$ cat src/rtl/core/loc_pkg.sv
// Shared types and codes of the latch order checker.
`timescale 1ns / 1ps

package loc_pkg;

    // Action codes of an input word
    localparam logic [1:0] ACT_CHECK   = 2'd0;
    localparam logic [1:0] ACT_ACQUIRE = 2'd1;
    localparam logic [1:0] ACT_RELEASE = 2'd2;
    localparam logic [1:0] ACT_RSVD    = 2'd3;

    // Latch class codes; the upper bit set means exempt
    localparam logic [1:0] CLS_RANKED   = 2'd0;
    localparam logic [1:0] CLS_UNRANKED = 2'd1;
    localparam logic [1:0] CLS_EXEMPT   = 2'd2;
    // reserved class, handled as exempt
    localparam logic [1:0] CLS_RSVD     = 2'd3;

    typedef enum logic [2:0] {
        OC_OK       = 3'd0,
        OC_SELF     = 3'd1,
        OC_INV      = 3'd2,
        OC_REPEAT   = 3'd3,
        OC_IGNORED  = 3'd4,
        OC_OVERFLOW = 3'd5,
        OC_NOTFOUND = 3'd6
    } t_outcome;

    typedef enum logic [1:0] {
        IDX_HOLD,
        IDX_START,
        IDX_INC,
        IDX_DEC
    } t_idx_op;

    // One held latch in the table
    typedef struct packed {
        logic [31:0] id;
        logic [3:0]  rank;
        logic        unranked;
    } t_entry;

    // One input word
    typedef struct packed {
        logic [1:0]  action;
        logic        latch_valid;
        logic [31:0] latch_id;
        logic [1:0]  latch_class;
        logic [3:0]  latch_rank;
    } t_item;

    // One result word
    typedef struct packed {
        t_outcome    outcome;
        logic [3:0]  conflict_slot;
        logic [31:0] conflict_latch_id;
        logic [3:0]  conflict_rank;
        logic        overflow_warning;
        logic [4:0]  held_count;
        logic        halted;
    } t_result;

    // Controller to datapath
    typedef struct packed {
        logic     load_item;
        t_idx_op  idx_op;
        logic     rd_ahead;
        logic     push;
        logic     shift_wr;
        logic     pop;
        logic     set_ovf;
        logic     report;
        logic     out_load;
        t_outcome outcome;
        logic     conf;
        logic     warn;
    } t_dp_cmd;

    // Datapath to controller
    typedef struct packed {
        logic       ignore;
        logic [1:0] action;
        logic       exempt;
        logic       depth_zero;
        logic       full;
        logic       id_match;
        logic       rank_hit;
        logic       idx_last;
        logic       idx_zero;
        logic       shift_last;
        logic       ovf_seen;
    } t_dp_sts;

endpackage

$ cat src/rtl/core/loc_dp.sv
// Datapath: held-latch table, scan index, report state and result register.
`timescale 1ns / 1ps

module loc_dp #(
    parameter int STACK_DEPTH = 16
) (
    input  logic             i_clk,
    input  logic             i_rst_n,
    input  logic             i_cfg_we,
    input  logic             i_cfg_wdata,
    input  loc_pkg::t_item   i_item,
    input  loc_pkg::t_dp_cmd i_cmd,
    output loc_pkg::t_dp_sts o_sts,
    output loc_pkg::t_result o_result
);

    localparam int SW = $clog2(STACK_DEPTH);
    localparam int CW = $clog2(STACK_DEPTH + 1);

    loc_pkg::t_entry  r_table [STACK_DEPTH];
    loc_pkg::t_entry  r_rd_entry;
    loc_pkg::t_entry  wr_data;
    loc_pkg::t_item   r_item;
    loc_pkg::t_result r_result;
    loc_pkg::t_outcome out_code;

    logic [SW-1:0] r_idx, n_idx, rd_addr, wr_addr;
    logic [CW-1:0] r_depth, n_depth, idx_ext, depth_m1;
    logic [SW+3:0] slot_ext;
    logic [CW+4:0] cnt_ext;
    logic          wr_en;
    logic          item_unranked;
    logic          pair_eq;
    logic          r_ovf_seen, r_stopped, n_stopped, r_warn_only;
    logic [31:0]   r_last_held, r_last_new;

    assign idx_ext       = CW'(r_idx);
    assign depth_m1      = r_depth - CW'(1);
    assign item_unranked = (r_item.latch_class == loc_pkg::CLS_UNRANKED);
    assign pair_eq       = (r_last_held == r_rd_entry.id) && (r_last_new == r_item.latch_id);

    // Next scan index
    always_comb begin
        case (i_cmd.idx_op)
            loc_pkg::IDX_START: begin
                if (i_item.action == loc_pkg::ACT_RELEASE && r_depth != '0) begin
                    n_idx = depth_m1[SW-1:0];
                end else begin
                    n_idx = '0;
                end
            end
            loc_pkg::IDX_INC: n_idx = r_idx + 1'b1;
            loc_pkg::IDX_DEC: n_idx = r_idx - 1'b1;
            default:          n_idx = r_idx;
        endcase
    end

    // Read the entry under the index, or the one above it while closing a gap
    assign rd_addr = i_cmd.rd_ahead ? n_idx + 1'b1 : n_idx;

    // Push at the top, or move an entry down one slot
    always_comb begin
        wr_en = i_cmd.push | i_cmd.shift_wr;
        if (i_cmd.push) begin
            wr_addr          = r_depth[SW-1:0];
            wr_data.id       = r_item.latch_id;
            wr_data.rank     = item_unranked ? 4'd0 : r_item.latch_rank;
            wr_data.unranked = item_unranked;
        end else begin
            wr_addr = r_idx;
            wr_data = r_rd_entry;
        end
    end

    // Table storage with registered read
    always_ff @(posedge i_clk) begin
        if (wr_en) begin
            r_table[wr_addr] <= wr_data;
        end
        r_rd_entry <= r_table[rd_addr];
    end

    // Depth, stop and outcome after this step
    always_comb begin
        if (i_cmd.push) begin
            n_depth = r_depth + CW'(1);
        end else if (i_cmd.pop) begin
            n_depth = depth_m1;
        end else begin
            n_depth = r_depth;
        end
        n_stopped = r_stopped | (i_cmd.report & ~r_warn_only);
        if (i_cmd.report && r_warn_only && pair_eq) begin
            out_code = loc_pkg::OC_REPEAT;
        end else begin
            out_code = i_cmd.outcome;
        end
    end

    // Control state
    always_ff @(posedge i_clk) begin
        if (!i_rst_n) begin
            r_depth     <= '0;
            r_ovf_seen  <= 1'b0;
            r_stopped   <= 1'b0;
            r_last_held <= '0;
            r_last_new  <= '0;
            r_warn_only <= 1'b0;
        end else begin
            r_depth   <= n_depth;
            r_stopped <= n_stopped;
            if (i_cmd.set_ovf) begin
                r_ovf_seen <= 1'b1;
            end
            if (i_cmd.report && r_warn_only && !pair_eq) begin
                r_last_held <= r_rd_entry.id;
                r_last_new  <= r_item.latch_id;
            end
            if (i_cfg_we) begin
                r_warn_only <= i_cfg_wdata;
            end
        end
    end

    assign slot_ext = {4'b0, r_idx};
    assign cnt_ext  = {5'b0, n_depth};

    // Item, index and result word
    always_ff @(posedge i_clk) begin
        r_idx <= n_idx;
        if (i_cmd.load_item) begin
            r_item <= i_item;
        end
        if (i_cmd.out_load) begin
            r_result.outcome           <= out_code;
            r_result.conflict_slot     <= i_cmd.conf ? slot_ext[3:0] : 4'd0;
            r_result.conflict_latch_id <= i_cmd.conf ? r_rd_entry.id : 32'd0;
            r_result.conflict_rank     <= i_cmd.conf ? r_rd_entry.rank : 4'd0;
            r_result.overflow_warning  <= i_cmd.warn;
            r_result.held_count        <= cnt_ext[4:0];
            r_result.halted            <= n_stopped;
        end
    end

    assign o_result = r_result;

    // Status toward the controller
    always_comb begin
        o_sts.ignore     = ~r_item.latch_valid | r_stopped
                         | (r_item.action == loc_pkg::ACT_RSVD);
        o_sts.action     = r_item.action;
        o_sts.exempt     = r_item.latch_class[1];
        o_sts.depth_zero = (r_depth == '0);
        o_sts.full       = (r_depth == CW'(STACK_DEPTH));
        o_sts.id_match   = (r_rd_entry.id == r_item.latch_id);
        o_sts.rank_hit   = ~item_unranked & ~r_rd_entry.unranked
                         & (r_rd_entry.rank > r_item.latch_rank);
        o_sts.idx_last   = (idx_ext == depth_m1);
        o_sts.idx_zero   = (r_idx == '0);
        o_sts.shift_last = ((idx_ext + CW'(2)) == r_depth);
        o_sts.ovf_seen   = r_ovf_seen;
    end

endmodule

$ cat src/rtl/core/loc_ctrl.sv
// Controller: sequences scan, push and gap closing, and owns the result valid.
`timescale 1ns / 1ps

module loc_ctrl (
    input  logic             i_clk,
    input  logic             i_rst_n,
    input  logic             i_in_valid,
    output logic             o_in_stall,
    output logic             o_out_valid,
    input  logic             i_out_stall,
    output loc_pkg::t_dp_cmd o_cmd,
    input  loc_pkg::t_dp_sts i_sts
);

    typedef enum logic [1:0] {
        ST_IDLE,
        ST_SCAN,
        ST_SHIFT
    } t_state;

    t_state r_state, n_state;
    logic   r_out_valid;
    logic   out_free;

    assign out_free   = ~r_out_valid | ~i_out_stall;
    assign o_in_stall = (r_state != ST_IDLE);
    assign o_out_valid = r_out_valid;

    // Commands and next state
    always_comb begin
        o_cmd         = '0;
        o_cmd.idx_op  = loc_pkg::IDX_HOLD;
        o_cmd.outcome = loc_pkg::OC_OK;
        n_state       = r_state;
        unique case (r_state)
            ST_IDLE: begin
                if (i_in_valid) begin
                    o_cmd.load_item = 1'b1;
                    o_cmd.idx_op    = loc_pkg::IDX_START;
                    n_state         = ST_SCAN;
                end
            end
            ST_SCAN: begin
                // hold the current entry until the result register is free
                if (out_free) begin
                    if (i_sts.ignore) begin
                        o_cmd.out_load = 1'b1;
                        o_cmd.outcome  = loc_pkg::OC_IGNORED;
                    end else begin
                        case (i_sts.action)
                            loc_pkg::ACT_CHECK: begin
                                if (i_sts.exempt || i_sts.depth_zero) begin
                                    o_cmd.out_load = 1'b1;
                                end else if (i_sts.id_match) begin
                                    o_cmd.out_load = 1'b1;
                                    o_cmd.report   = 1'b1;
                                    o_cmd.conf     = 1'b1;
                                    o_cmd.outcome  = loc_pkg::OC_SELF;
                                end else if (i_sts.rank_hit) begin
                                    o_cmd.out_load = 1'b1;
                                    o_cmd.report   = 1'b1;
                                    o_cmd.conf     = 1'b1;
                                    o_cmd.outcome  = loc_pkg::OC_INV;
                                end else if (i_sts.idx_last) begin
                                    o_cmd.out_load = 1'b1;
                                end else begin
                                    o_cmd.idx_op = loc_pkg::IDX_INC;
                                end
                            end
                            loc_pkg::ACT_ACQUIRE: begin
                                o_cmd.out_load = 1'b1;
                                if (i_sts.exempt) begin
                                    o_cmd.outcome = loc_pkg::OC_OK;
                                end else if (i_sts.full) begin
                                    o_cmd.outcome = loc_pkg::OC_OVERFLOW;
                                    o_cmd.warn    = ~i_sts.ovf_seen;
                                    o_cmd.set_ovf = 1'b1;
                                end else begin
                                    o_cmd.push = 1'b1;
                                end
                            end
                            loc_pkg::ACT_RELEASE: begin
                                if (i_sts.depth_zero) begin
                                    o_cmd.out_load = 1'b1;
                                    o_cmd.outcome  = loc_pkg::OC_NOTFOUND;
                                end else if (i_sts.id_match) begin
                                    if (i_sts.idx_last) begin
                                        o_cmd.out_load = 1'b1;
                                        o_cmd.pop      = 1'b1;
                                    end else begin
                                        o_cmd.rd_ahead = 1'b1;
                                        n_state        = ST_SHIFT;
                                    end
                                end else if (i_sts.idx_zero) begin
                                    o_cmd.out_load = 1'b1;
                                    o_cmd.outcome  = loc_pkg::OC_NOTFOUND;
                                end else begin
                                    o_cmd.idx_op = loc_pkg::IDX_DEC;
                                end
                            end
                            default: begin
                                o_cmd.out_load = 1'b1;
                                o_cmd.outcome  = loc_pkg::OC_IGNORED;
                            end
                        endcase
                    end
                    if (o_cmd.out_load) begin
                        n_state = ST_IDLE;
                    end
                end
            end
            ST_SHIFT: begin
                // keep the entry above the gap in the read register
                o_cmd.rd_ahead = 1'b1;
                if (out_free) begin
                    o_cmd.shift_wr = 1'b1;
                    if (i_sts.shift_last) begin
                        o_cmd.pop      = 1'b1;
                        o_cmd.out_load = 1'b1;
                        n_state        = ST_IDLE;
                    end else begin
                        o_cmd.idx_op = loc_pkg::IDX_INC;
                    end
                end
            end
            default: begin
                n_state = ST_IDLE;
            end
        endcase
    end

    // State and result valid
    always_ff @(posedge i_clk) begin
        if (!i_rst_n) begin
            r_state     <= ST_IDLE;
            r_out_valid <= 1'b0;
        end else begin
            r_state <= n_state;
            if (o_cmd.out_load) begin
                r_out_valid <= 1'b1;
            end else if (!i_out_stall) begin
                r_out_valid <= 1'b0;
            end
        end
    end

endmodule

$ cat src/rtl/core/latch_order_checker_core.sv
// Top level of the latch order checker: controller, datapath and port wiring.
//
// Input channel: i_in_valid / o_in_stall carry one request word (check,
// acquire or release of a latch). Output channel: o_out_valid / i_out_stall
// carry exactly one result word per request, in request order. A word moves
// at a rising edge with valid high and stall low.
// Configuration: i_cfg_we writes i_cfg_wdata into the warn-only bit; write
// it only while no request is in flight.
// Timing: one word at a time. After accept, a request visits table entries
// one by one through the single registered table read port: acquire and
// ignored words visit none, a check scans up from the bottom entry, and a
// release scans down from the top entry and then moves each entry above the
// match down one slot to close the gap.
// o_in_stall is high from accept until the result is in the output register,
// so the next request is taken while that result still waits.
// Reset empties the table, clears the overflow, halt and last-pair state and
// selects fatal mode; table contents need no clearing pass.
// While the receiver stalls a waiting result, the block finishes no further
// request and holds its scan in place.
`timescale 1ns / 1ps

module latch_order_checker_core #(
    parameter int STACK_DEPTH = 16
) (
    input  logic        i_clk,
    input  logic        i_rst_n,
    input  logic        i_cfg_we,
    input  logic        i_cfg_wdata,
    input  logic        i_in_valid,
    output logic        o_in_stall,
    input  logic [1:0]  i_action,
    input  logic        i_latch_valid,
    input  logic [31:0] i_latch_id,
    input  logic [1:0]  i_latch_class,
    input  logic [3:0]  i_latch_rank,
    output logic        o_out_valid,
    input  logic        i_out_stall,
    output logic [2:0]  o_outcome,
    output logic [3:0]  o_conflict_slot,
    output logic [31:0] o_conflict_latch_id,
    output logic [3:0]  o_conflict_rank,
    output logic        o_overflow_warning,
    output logic [4:0]  o_held_count,
    output logic        o_halted
);

    loc_pkg::t_item   item;
    loc_pkg::t_dp_cmd cmd;
    loc_pkg::t_dp_sts sts;
    loc_pkg::t_result result;

    // Gather the request word
    always_comb begin
        item.action      = i_action;
        item.latch_valid = i_latch_valid;
        item.latch_id    = i_latch_id;
        item.latch_class = i_latch_class;
        item.latch_rank  = i_latch_rank;
    end

    loc_ctrl u_ctrl (
        .i_clk       (i_clk),
        .i_rst_n     (i_rst_n),
        .i_in_valid  (i_in_valid),
        .o_in_stall  (o_in_stall),
        .o_out_valid (o_out_valid),
        .i_out_stall (i_out_stall),
        .o_cmd       (cmd),
        .i_sts       (sts)
    );

    loc_dp #(
        .STACK_DEPTH (STACK_DEPTH)
    ) u_dp (
        .i_clk       (i_clk),
        .i_rst_n     (i_rst_n),
        .i_cfg_we    (i_cfg_we),
        .i_cfg_wdata (i_cfg_wdata),
        .i_item      (item),
        .i_cmd       (cmd),
        .o_sts       (sts),
        .o_result    (result)
    );

    // Split the result word onto the ports
    assign o_outcome           = result.outcome;
    assign o_conflict_slot     = result.conflict_slot;
    assign o_conflict_latch_id = result.conflict_latch_id;
    assign o_conflict_rank     = result.conflict_rank;
    assign o_overflow_warning  = result.overflow_warning;
    assign o_held_count        = result.held_count;
    assign o_halted            = result.halted;

endmodule
$ cat config.mk
export PLATFORM = sky130hd
export DESIGN_NAME = latch_order_checker_core
export DESIGN_NICKNAME = d
export VERILOG_FILES = /design/src/rtl/core/loc_pkg.sv /design/src/rtl/core/loc_dp.sv /design/src/rtl/core/loc_ctrl.sv /design/src/rtl/core/latch_order_checker_core.sv
export SDC_FILE = /design/constraint.sdc
export NUM_CORES = 1
export LEC_CHECK = 0
export ABC_CLOCK_PERIOD_IN_PS = 10570
export BUFFER_PORTS_ARGS = -buffer_cell sky130_fd_sc_hd__buf_2
export CAP_MARGIN = 20
export CORE_MARGIN = 8
export CORE_UTILIZATION = 36
export DETAILED_ROUTE_END_ITERATION = 8
export PLACE_DENSITY = 0.6
export SYNTH_ARGS = -nofsm -noshare
export SYNTH_HDL_FRONTEND = slang
export SYNTH_SLANG_ARGS = --single-unit
$ cat constraint.sdc
create_clock -name i_clk -period 10.57 [get_ports i_clk]
set_clock_uncertainty 0.2 [all_clocks]
set_input_delay 1.057 -clock i_clk [delete_from_list [all_inputs] [get_ports i_clk]]
set_output_delay 1.057 -clock i_clk [all_outputs]
set_load 0.05 [all_outputs]
==> flow_summary_export.csv, run 1 <==
group,metric,value,unit
yosys,synth-edff-count,683,
yosys,synth.most_common_cell,"edfxtp_1",
finish,drive_above_1_share,0.116,
power_and_ir_drop,power_density,175,nW/um^2
global_route,grt_overflow,0,
yosys,syn_avg_cell_area,12.9,sq um
clocking,cts_buffers,80,
timing,setup-tns-final,0,ns
yosys,netlist_instances,2745,
timing,slew_violations,0,
floorplan,die_area,108000,sq um
timing,fin_crit,7.28,ns
clocking,clock_sinks,799,
global_route,antenna_found_initial,4,
outcome,status,"complete, no violations",
clocking,clk_pin_slew,0.07,ns
yosys,yosysWarnings,0,
timing,tightest_slew,1.22,ns
finish,final_area,39700,sq um
global_route,grt_pass1_vias,21834,
floorplan,rows,115,
placed_design,place.detailed.hpwl,50.2,mm
global_route,grt_pass1_wl,143,mm
timing,final.period_utilization,0.688,
routing,vias_per_cell,5.52,
clocking,hold_buffers,0,
clocking,clock_latency,0.65,ns
critical_path,end_kind,"register",
yosys,synth_top_area_frac,0.581,
critical_path,worstSetupStartpointType,"register",
global_route,grt_max_degree,251,
run,drv_cap,0,
routing,drc,0,
floorplan,coreArea,97800,sq um
routing,route.detailed.wl_per_inst,23.7,um
floorplan,dieHeight,329,um
timing,slew-limit-headroom,0.186,
finish,n_antenna_cell,0,
floorplan,ios,99,
power_and_ir_drop,p_total,6.94,mW
placed_design,place_congestion,0.794,
routing,ant_nets,0,
finish,fin_cells,4107,
yosys,ys_top_cells_by_area,"edfxtp_1 (58%), mux2i_1 (10%), dfxtp_1 (6.6%), o21ai_0 (5.1%), nand3_1 (4.4%)",
clocking,cts_resized,0,
critical_path,crit_type,"reg2reg",
timing,setup_viol,0,
floorplan,start_util,0.361,
timing,fin_hold_ws,0.279,ns
finish,seq_area,22800,sq um
finish,nets,2814,
yosys,yosysSeqAreaShare,0.647,
worst_hold_path,min_path_type,"reg2reg",
finish,area_delta_synth_final,12.6,%
yosys,synth_top_cell_by_area,"edfxtp_1",
timing,fmax,137,MHz
routing,drt_first_pass_iters,8,
routing,vias,22661,
yosys,syn_nets,2807,
placed_design,dp.cells,3957,
yosys,synth_cell_type_count,76,
clocking,cts_setup_buffers,0,
clocking,cts_tree,"yes",
clocking,root_buffer,"clkbuf_16",
yosys,netlist_area,35300,sq um
placed_design,place_area,37000,sq um
clocking,clock_path_buffers,3,
critical_path,worst-path-max-fanout,119,
yosys,synth_ff_type,"edfxtp_1",
floorplan,fp.dieW,329,um
routing,drt-total-wl,97.3,mm
placed_design,numPortBuffers,98,
finish,multiInputGateArea,11600,sq um
yosys,ys_ff_latch,799,
power_and_ir_drop,ir_drop,0.110,mV
critical_path,critical_path_required,10.77,ns
timing,hold_viol,0,
yosys,async_flop_share,0,
finish,num-fill-cells,9095,
power_and_ir_drop,leakagePower,14.9,nW
yosys,synthTopCellsByCount,"edfxtp_1 (683), mux2i_1 (362), o21ai_0 (357), nand3_1 (307), clkbuf_1 (155)",
routing,dr.first_iter.drc_count,2003,
critical_path,cp.arrival,7.48,ns
global_route,grt_util_all_layers,0.175,
timing,rsz0062_at_grt,"false",
clocking,cts_max_level,3,
## kinds of logic (layout without fill, tap and decap cells)
kind of cell,Yosys count,count (layout),share of synthesized area
DFF,799,799,0.647
and+or+nand+nor,682,682,0.0971
AOI/OAI and AO/OA,525,525,0.0858
muxes,364,364,0.103
buffers and inverters,242,317,0.0299
xor gates and xnor gates,118,118,0.0315
adders and majority gates,15,15,0.00553
## registers in the layout, indices dropped and copies added (netlist names), 2 cells and up
register          flops
u_dp.o_sts            3
u_dp.r_last_new      32
u_ctrl.r_state        2
u_dp.r_table        592
u_dp.o_result        50
u_dp.r_rd_entry      37
u_dp.r_depth          5
u_dp.r_item          38
u_dp.r_last_held     32
u_dp.r_idx            4
## critical path: stages, from the launching register on
cell      delay, ns
dfxtp_1        0.68
xnor2_1        0.22
nand4_1        0.17
nor4_1         0.90
and2_1         0.49
a21oi_1        0.09
a21oi_1        0.15
nor2_1         0.10
fa_1           0.49
mux2_2         0.15
a21oi_1        0.04
a21oi_1        0.39
and2_1         0.25
ha_1           0.17
nand3_1        0.17
xnor2_4        0.70
buf_12         0.58
mux2i_1        0.19
o211ai_1       0.26
nand4_1        0.31
## metal layers
| layer | share of wire | vias to the layer above | global-route usage |
|---|---|---|---|
| li1 | - | 10344 | - |
| met1 | 0.43 | 11358 | 0.236 |
| met2 | 0.47 | 763 | 0.286 |
| met3 | 0.066 | 194 | 0.0218 |
| met4 | 0.036 | 2 | 0.0698 |
| met5 | 0.00013 | - | 0 |
## layout by cell type, fill, tap and decap left out, types with 20 or more instances in the layout
master | Yosys | final
xor2_1 | 70 | 70
nand2_1 | 115 | 115
dfxtp_1 | 116 | 116
mux2i_1 | 362 | 362
xnor2_1 | 43 | 43
and2_1 | 50 | 50
nand3_1 | 307 | 306
clkbuf_16 | 0 | 81
nor4_1 | 21 | 21
o21ai_1 | 30 | 30
nor2_1 | 99 | 83
edfxtp_1 | 683 | 683
o21ai_0 | 357 | 357
nand4_1 | 52 | 52
o211ai_1 | 79 | 79
buf_4 | 29 | 42
buf_2 | 29 | 98
clkbuf_1 | 155 | 20
## through the flow
stage / worst slack, ns / util
after floorplan: 5.13 / -
after global placement: 3.53 / 0.378
after detailed placement: 3.48 / 0.379
after CTS: 3.44 / 0.406
after global routing: 3.06 / 0.406
final: 3.29 / 0.406
## cell type report
| type | count | area share |
|---|---|---|
| Clock buffer | 114 | 0.0574 |
| Clock inverter | 36 | 0.0104 |
| Inverter | 21 | 0.00205 |
| Multi-Input combinational cell | 1704 | 0.292 |
| Sequential cell | 799 | 0.575 |
| Tap cell | 1287 | 0.0405 |
| Timing Repair Buffer | 146 | 0.0231 |
## path summary, 6_finish.rpt
kind | slack [ns] | start | to | depth (start not counted)
min reg2reg | 0.28 | u_dp.r_ovf_seen$_SDFFE_PN0P_ | u_dp.r_ovf_seen$_SDFFE_PN0P_ | 2
max | 3.29 | u_dp.r_rd_entry[28]$_DFF_P_ | u_dp.r_rd_entry[35]$_DFF_P_ | 19
min | 0.28 | u_dp.r_ovf_seen$_SDFFE_PN0P_ | u_dp.r_ovf_seen$_SDFFE_PN0P_ | 2
max reg2reg | 3.29 | u_dp.r_rd_entry[28]$_DFF_P_ | u_dp.r_rd_entry[35]$_DFF_P_ | 19
## where the power goes
| part | switching [mW] | internal, mW | total, mW |
|---|---|---|---|
| clock network | 1.23 | 1.69 | 2.92 |
| registers | 0.0697 | 3.50 | 3.57 |
| logic | 0.294 | 0.159 | 0.453 |
| total | 1.59 | 5.35 | 6.94 |
Power figures use the tool's default switching activity.
==> run 2: changes to the inputs <==
Settings changed: ABC_CLOCK_PERIOD_IN_PS 10570 to 7300.
Clock period 10.57 ns to 7.3 ns, I/O delays scaled along.
==> run 2 against run 1 <==
Effect of this change: clock power up 36%; combinational power up 52%; final cell count up 1.0%; global-route usage up 0.050 points; non-clock buffer count up 46; critical path type unchanged; critical endpoint is now u_dp.r_rd_entry[25]$_DFF_P_; largest power group unchanged; highest routed layer is now met4.
==> flow_summary_export.csv, run 2 (synthesized netlist as in run 1, its figures left out) <==
group,metric,value,unit
finish,largest_register_ffs,592,
finish,largest-register,"u_dp.r_table",
critical_path,critPathSlowestCell,"xnor2_4",
clocking,cts_buffers,79,
clocking,cts_tree,"yes",
clocking,cts_max_level,3,
clocking,clock_sinks,799,
finish,final_cell_mix,"edfxtp_1 (683), mux2i_1 (362), o21ai_0 (356), nand3_1 (306), dfxtp_1 (116)",
floorplan,die_area,108000,sq um
timing,fmax,165,MHz
critical_path,crit_chain,"inv_1 > ha_1 > o21ba_1 > a221oi_1 > o2111a_2 > nor2_1 > nand3_1 > a21oi_1 > a21oi_1 > nor2_1 > fa_1 > mux2_2 > a21oi_1 > a21oi_1 > and2_1 > ha_1 > nand3_1 > xnor2_4 > buf_12 > buf_4 > mux2i_1 > o211ai_1 > nand4_1",
critical_path,worst-path-max-fanout,17,
finish,multiInputGateArea,11600,sq um
critical_path,end_kind,"register",
critical_path,worst-path-buf-inv,3,
routing,drt_first_pass_iters,7,
timing,tightest_slew,1.15,ns
timing,hold_viol,0,
outcome,status,"complete, no violations",
placed_design,place_congestion,0.799,
clocking,cts_setup_buffers,0,
timing,rsz0062_at_grt,"false",
global_route,antenna_found_initial,2,
clocking,clock_path_buffers,3,
clocking,cts_resized,0,
routing,route.detailed.wl_per_inst,23.5,um
global_route,grt_max_degree,91,
critical_path,reg2reg_to,"u_dp.r_rd_entry[25]$_DFF_P_",
routing,drc,0,
critical_path,worstSetupStartpointType,"register",
critical_path,cp_top_family,"compound AO/OA/AOI/OAI gates",
clocking,hold_buffers,0,
placed_design,pre_cts_ws,1.30,ns
floorplan,fp.dieW,329,um
timing,slew_violations,0,
floorplan,dieHeight,329,um
timing,fin_crit,6.07,ns
critical_path,ff2ff_path_depth,23,
finish,drive_above_1_share,0.127,
placed_design,place.detailed.hpwl,56.7,mm
floorplan,start_util,0.361,
finish,final_common_cell,"edfxtp_1",
critical_path,timing.rr.start,"u_dp.r_depth[0]$_SDFF_PN0_",
critical_path,critical_path_required,7.61,ns
global_route,grt_pass1_wl,145,mm
critical_path,crit_type,"reg2reg",
finish,seq_area,22800,sq um
timing,setup_viol,0,
timing,final.period_utilization,0.831,
finish,nets,2859,
critical_path,cp.arrival,6.37,ns
run,drv_cap,0,
routing,ant_nets,0,
global_route,grt_overflow,0,
critical_path,slowest_delay,0.62,ns
finish,area_delta_synth_final,13.6,%
routing,vias_per_cell,5.53,
power_and_ir_drop,power_density,245,nW/um^2
routing,drt-total-wl,97.5,mm
timing,setup-tns-final,0,ns
power_and_ir_drop,ir_drop,0.147,mV
timing,slew-limit-headroom,0.232,
critical_path,cp_common_cell,"a21oi_1",
floorplan,rows,115,
global_route,grt_pass1_vias,22076,
critical_path,cp_num_cells,23,
floorplan,ios,99,
timing,setup_ws,1.23,ns
floorplan,coreArea,97800,sq um
routing,vias,22950,
power_and_ir_drop,leakagePower,15.1,nW
placed_design,numPortBuffers,98,
global_route,grt_util_all_layers,0.175,
critical_path,crit_path_end,"u_dp.r_rd_entry[25]$_DFF_P_",
clocking,clk_pin_slew,0.06,ns
routing,dr.first_iter.drc_count,2179,
critical_path,rrSetupSlack,1.23,ns
clocking,root_buffer,"clkbuf_16",
critical_path,critPathLaunch,"u_dp.r_depth[0]$_SDFF_PN0_",
finish,n_antenna_cell,0,
worst_hold_path,min_path_type,"in2reg",
clocking,clock_latency,0.63,ns
finish,num-fill-cells,9155,
## run 2: final cells by class
cell class	instances	area share
repair buffers	192	0.0365
multi-input cells	1704	0.289
clock buffers	113	0.0568
well taps	1287	0.0402
clock inverters	33	0.00571
inverters	21	0.00203
flip-flops and latches	799	0.569
## run 2: layer usage
metal  vias to the layer above  part of all wire  track usage
met3                       143             0.068       0.0261
li1                      10436                 -            -
met2                       811              0.47        0.288
met5                         -                 0            0
met4                         0             0.024       0.0545
met1                     11560              0.44        0.239
## run 2: where the power goes
part / leakage (nW) / internal, mW / switching, mW
logic: 6.83 / 0.244 / 0.443
clock network: 1.23 / 2.25 / 1.73
registers: 7.08 / 5.07 / 0.0913
total: 15.1 / 7.56 / 2.26
## run 2: stage by stage
| step | hold WS, ns | power, mW | area [sq um] | utilization | cells |
|---|---|---|---|---|---|
| after floorplan | 0.242 | 5.69 | 35300 | - | 2745 |
| after global placement | 0.252 | 5.94 | 37600 | 0.384 | 4002 |
| after detailed placement | 0.268 | 5.94 | 37600 | 0.384 | 4003 |
| after CTS | 0.0335 | 9.90 | 40100 | 0.410 | 4149 |
| after global routing | 0.0442 | 10.1 | 40100 | 0.410 | 4149 |
| final | 0.0762 | 9.82 | 40100 | 0.410 | 4149 |
## run 2: worst min-delay path by stage
stage / depth (start not counted) / slack [ns] / endpoint / from
2_1_floorplan: 2 / 0.24 / u_dp.r_ovf_seen$_SDFFE_PN0P_ / u_dp.r_ovf_seen$_SDFFE_PN0P_
3_3_place_gp: 2 / 0.25 / u_dp.r_ovf_seen$_SDFFE_PN0P_ / u_dp.r_ovf_seen$_SDFFE_PN0P_
3_5_place_dp: 2 / 0.27 / u_dp.r_ovf_seen$_SDFFE_PN0P_ / u_dp.r_ovf_seen$_SDFFE_PN0P_
4_1_cts: 1 / 0.03 / u_dp.r_item[4]$_DFFE_PP_ / i_latch_class[0]
5_1_grt: 1 / 0.04 / u_dp.r_item[14]$_DFFE_PP_ / i_latch_id[8]
6_report: 1 / 0.08 / u_dp.r_item[14]$_DFFE_PP_ / i_latch_id[8]
==> run 3: changes to the inputs <==
Settings changed: ABC_CLOCK_PERIOD_IN_PS 7300 to 6140.
Clock period 7.3 ns to 6.14 ns, I/O delays scaled along.
==> run 3 against run 2 <==
Effect of this change: core utilization rose by 0.88 points; final area up 2.2%; final cell count is 1.6% higher; combinational power grew 29%; critical endpoint is now u_dp.r_rd_entry[23]$_DFF_P_; power rose by 21%; non-clock buffer count up 64.
==> flow_summary_export.csv, run 3 (synthesized netlist as in run 1, its figures left out) <==
group,metric,value,unit
outcome,status,"complete, no violations",
critical_path,crit_type,"reg2reg",
timing,rsz0062_at_grt,"false",
finish,num-fill-cells,8975,
global_route,grt_pass1_wl,144,mm
clocking,cts_buffers,80,
finish,largest_register_ffs,592,
finish,nets,2924,
routing,vias_per_cell,5.45,
routing,drc,0,
placed_design,place.detailed.hpwl,55.5,mm
run,drv_cap,0,
clocking,clock_latency,0.64,ns
floorplan,ios,99,
power_and_ir_drop,leakagePower,15.5,nW
critical_path,cp_common_cell,"a21oi_1",
timing,final.period_utilization,0.889,
critical_path,ff2ff_path_depth,22,
finish,area_delta_synth_final,16.0,%
critical_path,critPathLaunch,"u_dp.r_depth[1]$_SDFF_PN0_",
finish,n_antenna_cell,0,
clocking,clock_sinks,799,
critical_path,worst-path-max-fanout,48,
routing,drt-total-wl,97.7,mm
routing,route.detailed.wl_per_inst,23.2,um
placed_design,numPortBuffers,98,
critical_path,cp.arrival,5.83,ns
timing,tightest_slew,1.06,ns
timing,setup-tns-final,0,ns
critical_path,worstSetupStartpointType,"register",
clocking,cts_max_level,3,
critical_path,reg2reg_to,"u_dp.r_rd_entry[23]$_DFF_P_",
routing,vias,22978,
floorplan,dieHeight,329,um
clocking,clk_pin_slew,0.06,ns
timing,hold_viol,0,
floorplan,die_area,108000,sq um
finish,drive_above_1_share,0.131,
routing,dr.first_iter.drc_count,1989,
critical_path,crit_path_end,"u_dp.r_rd_entry[23]$_DFF_P_",
routing,ant_nets,0,
global_route,grt_util_all_layers,0.175,
finish,largest-register,"u_dp.r_table",
power_and_ir_drop,ir_drop,0.201,mV
finish,final_cell_mix,"edfxtp_1 (683), mux2i_1 (362), o21ai_0 (356), nand3_1 (306), dfxtp_1 (116)",
critical_path,critPathSlowestCell,"dfxtp_1",
timing,slew-limit-headroom,0.290,
clocking,cts_tree,"yes",
floorplan,rows,115,
worst_hold_path,min_path_type,"in2reg",
timing,fin_hold_ws,0.0348,ns
critical_path,crit_chain,"inv_1 > ha_1 > and4bb_1 > and2_1 > o2111a_2 > nor2_1 > nand3_1 > a21oi_1 > a21oi_1 > nor2_1 > fa_1 > mux2_2 > a21oi_1 > a21oi_1 > and2_1 > ha_1 > and3_4 > buf_4 > o21ai_0 > mux2i_1 > o211ai_1 > nand4_1",
floorplan,coreArea,97800,sq um
placed_design,pre_cts_ws,0.722,ns
timing,fin_crit,5.46,ns
global_route,antenna_found_initial,0,
power_and_ir_drop,p_total,11.9,mW
routing,drt_first_pass_iters,7,
critical_path,critical_path_required,6.51,ns
global_route,grt_max_degree,106,
power_and_ir_drop,power_density,290,nW/um^2
critical_path,end_kind,"register",
floorplan,start_util,0.361,
placed_design,place_congestion,0.799,
placed_design,place_area,37900,sq um
timing,slew_violations,0,
finish,final_common_cell,"edfxtp_1",
worst_hold_path,hp-start,"i_cfg_wdata",
timing,setup_viol,0,
timing,setup_ws,0.679,ns
finish,final_area,41000,sq um
timing,fmax,183,MHz
critical_path,slowest_delay,0.48,ns
clocking,cts_setup_buffers,0,
global_route,grt_overflow,0,
clocking,clock_path_buffers,3,
global_route,grt_pass1_vias,21965,
critical_path,timing.rr.start,"u_dp.r_depth[1]$_SDFF_PN0_",
critical_path,rrSetupSlack,0.68,ns
clocking,cts_resized,0,
clocking,root_buffer,"clkbuf_16",
floorplan,fp.dieW,329,um
run 3: how the worst min path moves through the flow:
stage / to / slack [ns] / cells past startpoint
after floorplan: u_dp.r_ovf_seen$_SDFFE_PN0P_ / 0.24 / 2
after global placement: u_dp.r_ovf_seen$_SDFFE_PN0P_ / 0.25 / 2
after detailed placement: u_dp.r_ovf_seen$_SDFFE_PN0P_ / 0.27 / 2
after CTS: u_dp.r_warn_only$_SDFFE_PN0P_ / 0.006 / 3
after global routing: u_dp.r_warn_only$_SDFFE_PN0P_ / 0.03 / 3
final: u_dp.r_warn_only$_SDFFE_PN0P_ / 0.03 / 3
run 3: per-layer routing:
layer	track usage	vias to the layer above	share of wire
li1	-	10561	-
met1	0.231	11498	0.43
met2	0.297	764	0.48
met3	0.0222	155	0.063
met4	0.0568	0	0.028
met5	0	-	0
run 3: worst max-delay path, delay by kind of cell, from the launching register on:
family                     cells  cell delay [ns]
and+or+nand+nor                8             1.55
adders and majority gates      3             1.10
AOI/OAI and AO/OA              7             1.02
buffers and inverters          2             0.57
DFF                            1             0.48
muxes                          2             0.44
run 3: timing repair:
| item | in CTS | in global routing |
|---|---|---|
| hold endpoints to repair | 41 | 0 |
| hold buffers | 41 | 0 |
| setup endpoints to repair | 0 | 0 |
run 3: metrics by stage:
step                utilization  std cells
floorplan                     -       2745
global placement          0.388       4025
detailed placement        0.388       4025
CTS                       0.418       4216
global route              0.419       4217
finish                    0.419       4217
run 3: layout make-up:
class                   instances  area [sq um]  area share
inverters                      21          81.3     0.00199
repair buffers                256          2250      0.0548
well taps                    1287          1610      0.0393
multi-input cells            1704         11600       0.283
clock inverters                40           440      0.0108
flip-flops and latches        799         22800       0.557
clock buffers                 110          2150      0.0524
run 3: report_power, final:
part           internal, mW  switching, mW  total, mW  leakage (nW)
Clock                  2.80           2.07       4.88          1.26
Combinational         0.327          0.558      0.884          7.19
Sequential             6.03         0.0905       6.12          7.08
